===== config.mk =====
export PLATFORM = sky130hd
export DESIGN_NAME = ook_manchester_pulse_decoder
export DESIGN_NICKNAME = d
export VERILOG_FILES = /design/src/ookm_pkg.sv /design/src/ookm_ctrl.sv /design/src/ookm_store.sv /design/src/ook_manchester_pulse_decoder.sv
export VERILOG_INCLUDE_DIRS = /design/src /design/src/src
export SDC_FILE = /design/constraint.sdc
export NUM_CORES = 1
export LEC_CHECK = 0
export BUFFER_PORTS_ARGS = -buffer_cell sky130_fd_sc_hd__buf_2
export CAP_MARGIN = 25
export CORE_ASPECT_RATIO = 0.5
export CORE_MARGIN = 1
export CORE_UTILIZATION = 25
export CTS_CLUSTER_DIAMETER = 200
export DETAILED_ROUTE_END_ITERATION = 6
export HOLD_SLACK_MARGIN = 0.12
export PLACE_DENSITY = 0.48
export SLEW_MARGIN = 30
export SYNTH_ARGS = -nofsm -noshare
export SYNTH_HDL_FRONTEND = slang
export SYNTH_SLANG_ARGS = --single-unit

===== constraint.sdc =====
create_clock -name clk -period 7.2 [get_ports clk]
set_input_delay 0.36 -clock clk [delete_from_list [all_inputs] [get_ports clk]]
set_output_delay 0.36 -clock clk [all_outputs]
set_load 0.01 [all_outputs]

===== src/ook_manchester_pulse_decoder_macros.svh =====
// Assertion macros shared by the decoder modules.
// Each macro expects signals named clk and rst in the module that uses it.
`ifndef OOK_MANCHESTER_PULSE_DECODER_MACROS_SVH
`define OOK_MANCHESTER_PULSE_DECODER_MACROS_SVH

`ifndef NO_ASSERTIONS

// Checked on every clock edge outside of reset.
`define OOKM_ASSERT(lbl, prop, msg) \
  lbl: assert property (@(posedge clk) disable iff (rst) prop) else $error(msg);

// Checked on every clock edge, reset included.
`define OOKM_ASSERT_ALWAYS(lbl, prop, msg) \
  lbl: assert property (@(posedge clk) prop) else $error(msg);

`else

`define OOKM_ASSERT(lbl, prop, msg)
`define OOKM_ASSERT_ALWAYS(lbl, prop, msg)

`endif

`endif


===== src/ookm_pkg.sv =====
`default_nettype none

package ookm_pkg;

  typedef enum logic [1:0] {
    PH_SEARCH = 2'd0,
    PH_BIT    = 2'd1,
    PH_SHORT  = 2'd2,
    PH_DONE   = 2'd3
  } phase_t;

  typedef enum logic [1:0] {
    OP_PULSE   = 2'd0,
    OP_READ    = 2'd1,
    OP_RESTART = 2'd2
  } opcode_t;

  localparam int CFG_INDEX_W = 3;
  localparam int CFG_DATA_W  = 16;

  localparam logic [CFG_INDEX_W-1:0] CFG_MIN_PULSE         = 3'd0;
  localparam logic [CFG_INDEX_W-1:0] CFG_LONG_THRESHOLD    = 3'd1;
  localparam logic [CFG_INDEX_W-1:0] CFG_MAX_PULSE         = 3'd2;
  localparam logic [CFG_INDEX_W-1:0] CFG_GAP_WIDTH         = 3'd3;
  localparam logic [CFG_INDEX_W-1:0] CFG_PREAMBLE_NEEDED   = 3'd4;
  localparam logic [CFG_INDEX_W-1:0] CFG_MIN_MESSAGE_BYTES = 3'd5;

  typedef struct packed {
    logic [15:0] min_pulse;
    logic [15:0] long_threshold;
    logic [15:0] max_pulse;
    logic [15:0] gap_width;
    logic [7:0]  preamble_needed;
    logic [5:0]  min_message_bytes;
  } cfg_t;

  localparam cfg_t CFG_RESET = '{
    min_pulse:         16'd200,
    long_threshold:    16'd700,
    max_pulse:         16'd1200,
    gap_width:         16'd2500,
    preamble_needed:   8'd24,
    min_message_bytes: 6'd8
  };

  // Status reported with every transaction, taken after the item's update.
  typedef struct packed {
    logic       done;
    logic [5:0] byte_count;
    phase_t     state;
  } status_t;

  // What one item asks of the byte store.
  typedef struct packed {
    logic shift;  // shift one bit into the byte at the address
    logic rd;     // return the byte at the address
    logic bit_in; // bit that enters at the top of the byte
  } store_req_t;

endpackage

`default_nettype wire


===== src/ookm_ctrl.sv =====
`default_nettype none
`include "ook_manchester_pulse_decoder_macros.svh"

module ookm_ctrl
  import ookm_pkg::*;
#(
  parameter int BUFFER_BYTES = 32,
  localparam int HBC_W = $clog2(BUFFER_BYTES * 16),
  localparam int AW = $clog2(BUFFER_BYTES)
) (
  input  wire logic          clk,
  input  wire logic          rst,
  input  wire cfg_t          cfg,
  input  wire logic          accept,
  input  wire logic [1:0]    opcode,
  input  wire logic [15:0]   pulse_width,
  input  wire logic [4:0]    byte_index,
  output status_t            status_next,
  output store_req_t         req,
  output logic [AW-1:0]      addr
);

  phase_t             phase, phase_next;
  logic [7:0]         fop, fop_next;
  logic [HBC_W-1:0]   hbc, hbc_next;

  logic               width_ok;
  logic               is_long;
  logic               is_gap;
  logic               preamble_ok;
  logic               overflow;
  logic               in_range;
  logic [5:0]         bytes_now;
  logic [HBC_W:0]     hbc_inc;
  logic [7:0]         flip_val;

  assign width_ok    = (pulse_width >= cfg.min_pulse) && (pulse_width < cfg.max_pulse);
  assign is_long     = pulse_width >= cfg.long_threshold;
  assign bytes_now   = 6'(hbc[HBC_W-1:4]);
  assign is_gap      = (pulse_width >= cfg.gap_width) && (bytes_now >= cfg.min_message_bytes);
  assign preamble_ok = fop >= cfg.preamble_needed;
  assign hbc_inc     = (HBC_W+1)'(hbc) + (HBC_W+1)'(1);
  assign overflow    = hbc_inc[HBC_W:4] >= (HBC_W-3)'(BUFFER_BYTES);
  assign in_range    = 7'(byte_index) < 7'(BUFFER_BYTES);
  // A long pulse in the bit-stored phase flips the bit; a second short repeats it.
  assign flip_val    = (phase == PH_BIT) ? (fop ^ 8'd1) : fop;

  always_comb begin
    phase_next = phase;
    case (opcode)
      OP_PULSE: begin
        if (phase != PH_DONE) begin
          if (width_ok) begin
            unique case (phase)
              PH_SEARCH: begin
                if (!is_long) begin
                  phase_next = preamble_ok ? PH_SHORT : PH_SEARCH;
                end
              end
              PH_BIT: begin
                if (is_long) begin
                  phase_next = overflow ? PH_SEARCH : PH_BIT;
                end else begin
                  phase_next = PH_SHORT;
                end
              end
              PH_SHORT: begin
                if (is_long) begin
                  phase_next = PH_SEARCH;
                end else begin
                  phase_next = overflow ? PH_SEARCH : PH_BIT;
                end
              end
              default: phase_next = phase;
            endcase
          end else if (is_gap) begin
            phase_next = PH_DONE;
          end else begin
            phase_next = PH_SEARCH;
          end
        end
      end
      OP_RESTART: phase_next = PH_SEARCH;
      default: phase_next = phase;
    endcase
  end

  always_comb begin
    fop_next = fop;
    hbc_next = hbc;
    req      = '0;
    addr     = hbc[HBC_W-1:4];
    case (opcode)
      OP_PULSE: begin
        if (phase != PH_DONE) begin
          if (width_ok) begin
            unique case (phase)
              PH_SEARCH: begin
                if (is_long) begin
                  if (fop != 8'hFF) begin
                    fop_next = fop + 8'd1;
                  end
                end else begin
                  fop_next = '0;
                  if (!preamble_ok) begin
                    hbc_next = '0;
                  end
                end
              end
              PH_BIT, PH_SHORT: begin
                if ((phase == PH_SHORT) && is_long) begin
                  fop_next = '0;
                  hbc_next = '0;
                end else if ((phase == PH_BIT) && !is_long) begin
                  fop_next = fop;
                end else begin
                  // Only every other half-bit lands in the store.
                  req.shift  = !hbc[0];
                  req.bit_in = |flip_val;
                  fop_next   = overflow ? 8'd0 : flip_val;
                  hbc_next   = overflow ? '0 : hbc_inc[HBC_W-1:0];
                end
              end
              default: fop_next = fop;
            endcase
          end else if (!is_gap) begin
            fop_next = '0;
            hbc_next = '0;
          end
        end
      end
      OP_READ: begin
        req.rd = in_range;
        if (in_range) begin
          addr = AW'(byte_index);
        end
      end
      OP_RESTART: begin
        fop_next = '0;
        hbc_next = '0;
      end
      default: fop_next = fop;
    endcase
  end

  assign status_next.done       = phase_next == PH_DONE;
  assign status_next.byte_count = 6'(hbc_next[HBC_W-1:4]);
  assign status_next.state      = phase_next;

  always_ff @(posedge clk) begin
    if (rst) begin
      phase <= PH_SEARCH;
      fop   <= '0;
      hbc   <= '0;
    end else if (accept) begin
      phase <= phase_next;
      fop   <= fop_next;
      hbc   <= hbc_next;
    end
  end

  `OOKM_ASSERT(a_restart_clears, accept && (opcode == OP_RESTART) |=>
    (phase == PH_SEARCH) && (hbc == '0) && (fop == '0), "restart did not clear decoder")
  `OOKM_ASSERT(a_done_holds, accept && (opcode == OP_PULSE) && (phase == PH_DONE) |=>
    (phase == PH_DONE) && $stable(hbc), "pulse changed a finished message")
  `OOKM_ASSERT(a_read_keeps_state, accept && (opcode == OP_READ) |=>
    $stable(phase) && $stable(hbc) && $stable(fop), "store read changed decoder state")

endmodule

`default_nettype wire


===== src/ookm_store.sv =====
`default_nettype none

module ookm_store
  import ookm_pkg::*;
#(
  parameter int BUFFER_BYTES = 32,
  localparam int AW = $clog2(BUFFER_BYTES)
) (
  input  wire logic          clk,
  input  wire logic          accept,
  input  wire store_req_t    req,
  input  wire logic [AW-1:0] addr,
  input  wire logic          s1_move,
  output logic [7:0]         read_byte
);

  logic [7:0]    mem [BUFFER_BYTES];
  logic [7:0]    rdata;
  store_req_t    s1_req;
  logic [AW-1:0] s1_addr;
  logic          fwd_hit;
  logic [7:0]    fwd_data;
  logic [7:0]    old_byte;
  logic [7:0]    wr_data;
  logic          wr_en;

  // The read issued with an item misses a write that commits on the same edge,
  // so that write is captured and replaces the stale read data.
  assign old_byte  = fwd_hit ? fwd_data : rdata;
  assign wr_data   = {s1_req.bit_in, old_byte[7:1]};
  assign wr_en     = s1_move && s1_req.shift;
  assign read_byte = s1_req.rd ? old_byte : 8'd0;

  always_ff @(posedge clk) begin
    if (wr_en) begin
      mem[s1_addr] <= wr_data;
    end
    if (accept) begin
      rdata <= mem[addr];
    end
  end

  always_ff @(posedge clk) begin
    if (accept) begin
      s1_req   <= req;
      s1_addr  <= addr;
      fwd_hit  <= wr_en && (s1_addr == addr);
      fwd_data <= wr_data;
    end
  end

endmodule

`default_nettype wire


===== src/ook_manchester_pulse_decoder.sv =====
// OOK Manchester pulse-width decoder.
// Input channel (in_valid/in_stall) carries one transaction per command:
// opcode 0 feeds a pulse width, opcode 1 reads a stored byte at byte_index,
// opcode 2 restarts the decoder without touching the byte store.
// Output channel (out_valid/out_stall) returns exactly one transaction per
// input transaction, in order, with the status after that command and, for
// reads, the stored byte (zero for an index beyond the store).
// Each result passes through the memory stage, then the output register.
// Throughput is one transaction per cycle while out_stall is low; the decode
// state lives in registers updated at acceptance, and the byte store is a
// one-port-read, one-port-write memory whose read-modify-write reads at
// acceptance and writes from the memory stage, with a forwarding path.
// When the receiver stalls, the output register holds its transaction and
// one more transaction waits in the memory stage; in_stall rises only when
// both are occupied.
// Synchronous reset empties the pipeline, returns the decoder to searching
// and loads the default thresholds. The byte store is not cleared; its
// entries are defined once a message has written them.
// Configuration writes (cfg_we) take effect on the next edge and belong in
// idle periods.
`default_nettype none
`include "ook_manchester_pulse_decoder_macros.svh"

module ook_manchester_pulse_decoder
  import ookm_pkg::*;
#(
  parameter int BUFFER_BYTES = 32
) (
  input  wire logic                   clk,
  input  wire logic                   rst,
  input  wire logic                   cfg_we,
  input  wire logic [CFG_INDEX_W-1:0] cfg_index,
  input  wire logic [CFG_DATA_W-1:0]  cfg_data,
  input  wire logic                   in_valid,
  output logic                        in_stall,
  input  wire logic [1:0]             opcode,
  input  wire logic [15:0]            pulse_width,
  input  wire logic [4:0]             byte_index,
  output logic                        out_valid,
  input  wire logic                   out_stall,
  output logic                        done_res,
  output logic [5:0]                  byte_count,
  output logic [7:0]                  read_data,
  output logic [1:0]                  decoder_state
);

  localparam int AW = $clog2(BUFFER_BYTES);

  cfg_t       cfg;
  status_t    status_next;
  status_t    s1_status;
  store_req_t req;
  logic [AW-1:0] addr;
  logic [7:0] st_read_byte;
  logic       s1_valid;
  logic       s1_move;
  logic       accept;

  // The memory stage drains whenever the output register is empty or being
  // taken, so a new transaction can enter behind it in the same cycle.
  assign s1_move  = s1_valid && (!out_valid || !out_stall);
  assign in_stall = s1_valid && !s1_move;
  assign accept   = in_valid && !in_stall;

  always_ff @(posedge clk) begin
    if (rst) begin
      cfg <= CFG_RESET;
    end else if (cfg_we) begin
      unique case (cfg_index)
        CFG_MIN_PULSE:         cfg.min_pulse         <= cfg_data;
        CFG_LONG_THRESHOLD:    cfg.long_threshold    <= cfg_data;
        CFG_MAX_PULSE:         cfg.max_pulse         <= cfg_data;
        CFG_GAP_WIDTH:         cfg.gap_width         <= cfg_data;
        CFG_PREAMBLE_NEEDED:   cfg.preamble_needed   <= cfg_data[7:0];
        CFG_MIN_MESSAGE_BYTES: cfg.min_message_bytes <= cfg_data[5:0];
        default:               cfg <= cfg;
      endcase
    end
  end

  ookm_ctrl #(
    .BUFFER_BYTES(BUFFER_BYTES)
  ) u_ctrl (
    .clk        (clk),
    .rst        (rst),
    .cfg        (cfg),
    .accept     (accept),
    .opcode     (opcode),
    .pulse_width(pulse_width),
    .byte_index (byte_index),
    .status_next(status_next),
    .req        (req),
    .addr       (addr)
  );

  ookm_store #(
    .BUFFER_BYTES(BUFFER_BYTES)
  ) u_store (
    .clk      (clk),
    .accept   (accept),
    .req      (req),
    .addr     (addr),
    .s1_move  (s1_move),
    .read_byte(st_read_byte)
  );

  // Memory stage: status rides along while the store read completes.
  always_ff @(posedge clk) begin
    if (rst) begin
      s1_valid <= 1'b0;
    end else if (accept) begin
      s1_valid <= 1'b1;
    end else if (s1_move) begin
      s1_valid <= 1'b0;
    end
  end

  always_ff @(posedge clk) begin
    if (accept) begin
      s1_status <= status_next;
    end
  end

  // Output register.
  always_ff @(posedge clk) begin
    if (rst) begin
      out_valid <= 1'b0;
    end else if (s1_move) begin
      out_valid <= 1'b1;
    end else if (!out_stall) begin
      out_valid <= 1'b0;
    end
  end

  always_ff @(posedge clk) begin
    if (s1_move) begin
      done_res      <= s1_status.done;
      byte_count    <= s1_status.byte_count;
      read_data     <= st_read_byte;
      decoder_state <= s1_status.state;
    end
  end

  `OOKM_ASSERT(a_s1_holds, s1_valid && !s1_move |=> s1_valid,
    "memory stage lost a transaction")
  `OOKM_ASSERT(a_accept_fills, accept |=> s1_valid,
    "accepted transaction did not reach the memory stage")
  `OOKM_ASSERT(a_out_loads, s1_move |=> out_valid && (read_data == $past(st_read_byte)),
    "output register did not take the memory stage result")
  `OOKM_ASSERT_ALWAYS(a_reset_empties, rst |=> !s1_valid && !out_valid,
    "pipeline not empty after reset")

endmodule

`default_nettype wire


Yosys cells after proc, flatten, opt, wreduce, memory -nomap -nowiden. Memory sizes are Yosys's and may differ from the RTL's. A register that Yosys moved wholly into a read port is not among the register bits. Cells that the tools add are included. W data, S select, Z words.

Bits in registers: 140. Bits in writable memories: 256. Input port bits: 47. Word-level logic and storage cells: 133. Memories kept: 1.

Add/sub/neg operators: 2. Magnitude comparators: 7. Equality and inequality tests: 21. Multiplexer cells: 40. Bitwise gates (word level): 5. Reduce and logical (&&, ||, !) cells: 32.

Memories: u_store.mem (depth 32, bits a word 8, read ports 1, clocked after memory_dff 1, wr ports 1, line ookm_store.sv:17) `logic [7:0] mem [BUFFER_BYTES];`.

Operators by type and width (number): $mux W8 (9); $mux W9 (8); $ge A16 B16 Y1 (3); $pmux W9 S2 (2); $pmux W8 S2 (2); $lt A16 B16 Y1 (1); $mux W2 (7); $ne A4 B4 Y1 const B (3); $reduce_and A2 Y1 (6); $add A9 B1 Y10 const B (1); $ne A5 B5 Y1 const B (2); $logic_and A1 B1 Y1 (9); $mux W1 (9); $add A8 B1 Y8 const B (1); $ge A8 B8 Y1 (1); $ne A8 B8 Y1 const B (1); $reduce_and A8 Y1 (1); $reduce_or A8 Y1 (1); $reduce_and A7 Y1 (1); $eq A2 B2 Y1 const B (3); $eq A3 B2 Y1 const B (2); $eq A3 B3 Y1 const B (2); $ge A5 B6 Y1 (1); $ge A6 B6 Y1 const B (1); other kinds (17) (30).

Logic depth before layout (Yosys ltp).
Depth after elaboration: 9. Gate-level depth with buffers: 12.

Modules after synthesis. A second synthesis with hierarchy kept.

Cell total of the unflattened synthesis: 1253. Area, all modules: 18300.1 sq um.

By module, submodules not included: ookm_store (times used 1, cells each 462, area an instance 10874.2 sq um, seq. area each 8438.1 sq um); ook_manchester_pulse_decoder (times used 1, cells each 325, area an instance 3961.3 sq um, seq. area each 2382.3 sq um); ookm_ctrl (times used 1, cells each 466, area an instance 3464.6 sq um, seq. area each 380.4 sq um).

Worst setup path after synthesis. Ideal clock, no wire load.

Path type: input -> register. Start point: in out_stall. End point: mem u_store.mem[0][0], enable pin. Data arrival time: 2.837 ns. Data required time: 6.830 ns. Setup slack: 3.993 ns. Stages on the path: 5. Path buffers: 1. Cell sequence: a21boi_0 > nand2_1 > or3_1 > clkbuf_1 > nor2_1.

Word-level cells in the longest chain between the ends: 6.

Ends and longest elaborated chain: start, declared (line ook_manchester_pulse_decoder.sv:40) `input wire logic out_stall,`; $logic_not A1 Y1; $logic_or A1 B1 Y1 (line ook_manchester_pulse_decoder.sv:61) `assign s1_move = s1_valid && (!out_valid || !out_stall);`; $logic_and A1 B1 Y1 (line ook_manchester_pulse_decoder.sv:61); $logic_and A1 B1 Y1 (line ookm_store.sv:31) `assign wr_en = s1_move && s1_req.shift;`; $mux W1 (line ookm_store.sv:35) `if (wr_en) begin`; $mux W1 (not written as such) (line ookm_store.sv:36) `mem[s1_addr] <= wr_data;`; end, declared (line ookm_store.sv:17).

Every way passes these cells.

Worst setup path in the final report.
Start point: reg cfg[63] (netlist name). End point: reg u_ctrl.fop[5].

Word-level cells in the longest chain between the ends: 5. Elaborated cells on any way between the ends: 10. Those cells by class: 1 x order compare; 4 x eq/ne; 3 x mux; 2 x reduce/logical.

Ends and longest elaborated chain: $ge A16 B16 Y1 (*) (line ookm_ctrl.sv:37) `assign width_ok = (pulse_width >= cfg.min_pulse) && (pulse_width < cfg.max_pulse);`; $logic_and A1 B1 Y1 (*) (line ookm_ctrl.sv:37); $mux W8 (line ookm_ctrl.sv:96) `if (width_ok) begin`; $mux W8 (line ookm_ctrl.sv:95) `if (phase != PH_DONE) begin`; $pmux W8 S2 (line ookm_ctrl.sv:93) `case (opcode)`; end signal, assigned (line ookm_ctrl.sv:157) `fop <= fop_next;`; end, declared (line ookm_ctrl.sv:24) `logic [7:0] fop, fop_next;`.

Every way passes the cells marked *; elsewhere a longest branch is shown, timed or not. The select of a mux whose other input is x is not followed. A chain may end at the register's enable or synchronous reset.

==> results.yml <==
status:
  status: "complete, no violations"
grt:
  grt_pass1_vias: 12160
  overflow: 0
  grt_max_degree: 72
  grt_util_all_layers_pct: 12.84
  grt_pass1_wl_mm: 74.56
  antenna_found_initial: 0
synthesis:
  syn-cell-area_mm2: 0.01835
  netlist_instances: 1709
  ys.warnings.count: 0
  syn_avg_cell_area_um2: 10.74
  synth_edf_count: 305
  ys_async_sr_fraction_pct: 0
  synth_cell_type_count: 68
  ys_ff_latch: 404
  synth_ff_type: "edfxtp_1"
  synth_nets: 1838
  yosysSeqAreaShare_pct: 60.72
routing:
  ant_nets: 0
  routed_wirelength_mm: 48.43
  wl_met2_mm: 22.61
  vias_per_cell: 4.627
  m1WireLength_mm: 22.89
  detail_route.iter0.violations: 905
  top_layer: "met4"
  drc: 0
  wl_per_cell_um: 17.64
  via_count: 12700
  wl_met3_mm: 2.147
  first_pass_iters: 5
place:
  post-dp-hpwl_mm: 30.75
  place_congestion: 0.7680
  dp_slack_ns: 3.179
  io_buffers: 64
clock_tree:
  postCtsSetupRepairBufs: 0
  cts_sinks: 404
  numCtsBuffers: 42
  cts.clk_slew.worst_paths_ns: 0.06
  root_buffer: "clkbuf_16"
  cts_tree: "yes"
  htreeDepth: 2
  clockBufferDepth: 3
  clkLatencyLatePin_ns: 0.57
min_path:
  hold_class: "in2reg"
  hold_depth: 3
finish:
  antennaDiodeCount: 0
  nets: 1883
  drive_gt1_share_pct: 9.793
  syn2layout_area_growth_pct: 15.52
die:
  fp.dieH_um: 193.6
  core_mm2: 0.07183
  rows: 69
  top_level_ports: 66
  start_util_pct: 25.54
  dieArea_mm2: 0.07454
  die_w_um: 385.1
worst_setup_path:
  reg2regPathDepth: 11
  crit_type: "reg2reg"
  crit_fanout: 23
  critPathLaunchType: "register"
  cp-end-kind: "register"
  worstPathRequired_ns: 7.60
  worst_ep_arrival_time_ns: 3.86
sta:
  fin_crit_sh_pct: 48.06
  fmax_mhz: 289.0
  final.min_clock_period_ns: 3.461
  worst_clock_skew_ns: 0.02952
  setup_slack_ns: 3.739
  final-hold-violation-count: 0
  rsz0062_at_grt: "false"
  tightestPinTransition_ns: 0.9715
  finalMaxSlewViolations: 0
  slew_headroom_pct: 35.00
  setup_tns_ns: 0
  setup_viol: 0
power:
  powerDensity_mw_per_mm2: 240.0
  power_leakage_nw: 7.518
  worst_ir_drop_vdd_mv: 0.1526
job:
  drv_cap: 0
## power by group
part | total (W) | leakage, nW | internal [W] | switching (W)
Clock | 0.00215 | 0.650 | 0.00120 | 0.000948
Combinational | 0.000364 | 3.28 | 0.000109 | 0.000255
Sequential | 0.00257 | 3.59 | 0.00256 | 0.0000145
Total | 0.00509 | 7.52 | 0.00387 | 0.00122
## registers in the layout, indices dropped and copies added, names as in the netlist, 2 cells and up
name,cells
u_store.s1_req,3
cfg,78
u_store.mem,256
decoder_state,2
u_ctrl.fop,8
u_ctrl.phase,2
u_store.rdata,8
u_store.s1_addr,5
byte_count,5
s1_status,8
u_ctrl.hbc,9
read_data,8
u_store.fwd_data,8
## routing by layer
layer / vias up / GRT usage, %
li1: 6231 / -
met1: 6156 / 18.18
met2: 257 / 20.64
met3: 57 / 1.878
met4: 0 / 2.763
met5: - / 0
## per-stage QoR
| stage | power, W | util, % | std cells | area (um^2) | hold WS, ns |
|---|---|---|---|---|---|
| CTS | 0.005151 | 29.49 | 2745 | 21180 | 0.1269 |
| finish | 0.005087 | 29.51 | 2745 | 21190 | 0.1555 |
| floorplan | 0.002836 | - | 1709 | 18350 | 0.4003 |
| global route | 0.005272 | 29.51 | 2745 | 21190 | 0.1308 |
| global placement | 0.002985 | 27.42 | 2655 | 19690 | 0.4077 |
| detailed placement | 0.002988 | 27.43 | 2655 | 19700 | 0.4045 |
## final timing paths
kind	from	endpoint	slack, ns
setup / recovery	cfg[63]	u_ctrl.fop[5]	3.74
hold / removal	cfg_data[5]	cfg[67]	0.16
setup reg to reg	cfg[63]	u_ctrl.fop[5]	3.74
hold reg to reg	s1_status[5]	byte_count[3]	0.41
## critical path: stages (launching register included)
cell      delay, ns
dfxtp_1        0.33
inv_1          0.05
ha_1           0.26
o211ai_1       0.16
a21oi_1        0.06
o41ai_1        0.49
a31oi_1        0.25
o311ai_4       0.29
buf_4          0.33
nor3_1         0.12
o31ai_1        0.79
o211ai_1       0.16
## cell usage after synthesis, drive strengths merged (9+ instances only)
| cell type | number | area (um^2) |
|---|---|---|
| clkbuf | 74 | 277.8 |
| a31oi | 10 | 68.81 |
| buf | 19 | 85.09 |
| edfxtp | 305 | 9159 |
| mux2i | 14 | 140.1 |
| a311oi | 40 | 350.3 |
| a21oi | 88 | 440.4 |
| and3 | 24 | 150.1 |
| or3 | 9 | 56.30 |
| and2 | 10 | 62.56 |
| nand3 | 149 | 745.7 |
| nand4 | 9 | 56.30 |
| nand2 | 414 | 1554 |
| nor2 | 60 | 225.2 |
| inv | 101 | 379.1 |
| nand2b | 9 | 56.30 |
| ha | 82 | 1026 |
| dfxtp | 99 | 1982 |
| o21ai | 15 | 75.07 |
| o211ai | 32 | 240.2 |
| nor3 | 9 | 45.04 |
| a21o | 20 | 150.1 |
| a22o | 12 | 105.1 |
## cells in the final DEF, fill, tap and decap left out, drive strengths merged, types with 10 or more instances in the layout
cell type,Yosys,layout
nand2,414,414
edfxtp,305,305
nand3,149,149
inv,101,101
dfxtp,99,99
a21oi,88,88
ha,82,82
buf,19,81
nor2,60,60
clkbuf,74,49
a311oi,40,40
o211ai,32,32
clkinv,2,25
and3,24,24
a21o,20,20
o21ai,15,15
mux2i,14,14
dlygate4sd3,0,13
a22o,12,12
a31oi,10,10
and2,10,10
## cell type report
class	count	area (um^2)
tap	958	1199
timing repair buffer	94	578.1
multi-input combinational	1109	6536
sequential	404	11140
inverter	103	389.1
fill	7456	50630
clock buffer	49	1087
clock inverter	28	264.0
## cells by family (layout without fill, tap and decap cells)
group                    Yosys count  after routing  synth area share [%]
AO/OA/AOI/OAI                    274            274                 10.72
XOR/XNOR                           7              7                0.3342
adder cells (fa/ha/maj)           82             82                 5.592
buffers and inverters            196            274                 4.085
flip-flops                       404            404                 60.72
multiplexers                      21             21                 1.193
other                              1              1               0.02044
AND/OR/NAND/NOR                  724            724                 17.33
## repair_timing
action	in CTS	in global routing
hold endpoints to repair	40	0
resized for setup	0	0
hold buffers	13	0
setup endpoints to repair	0	0
No activity file was read; power rests on OpenSTA's default activity.
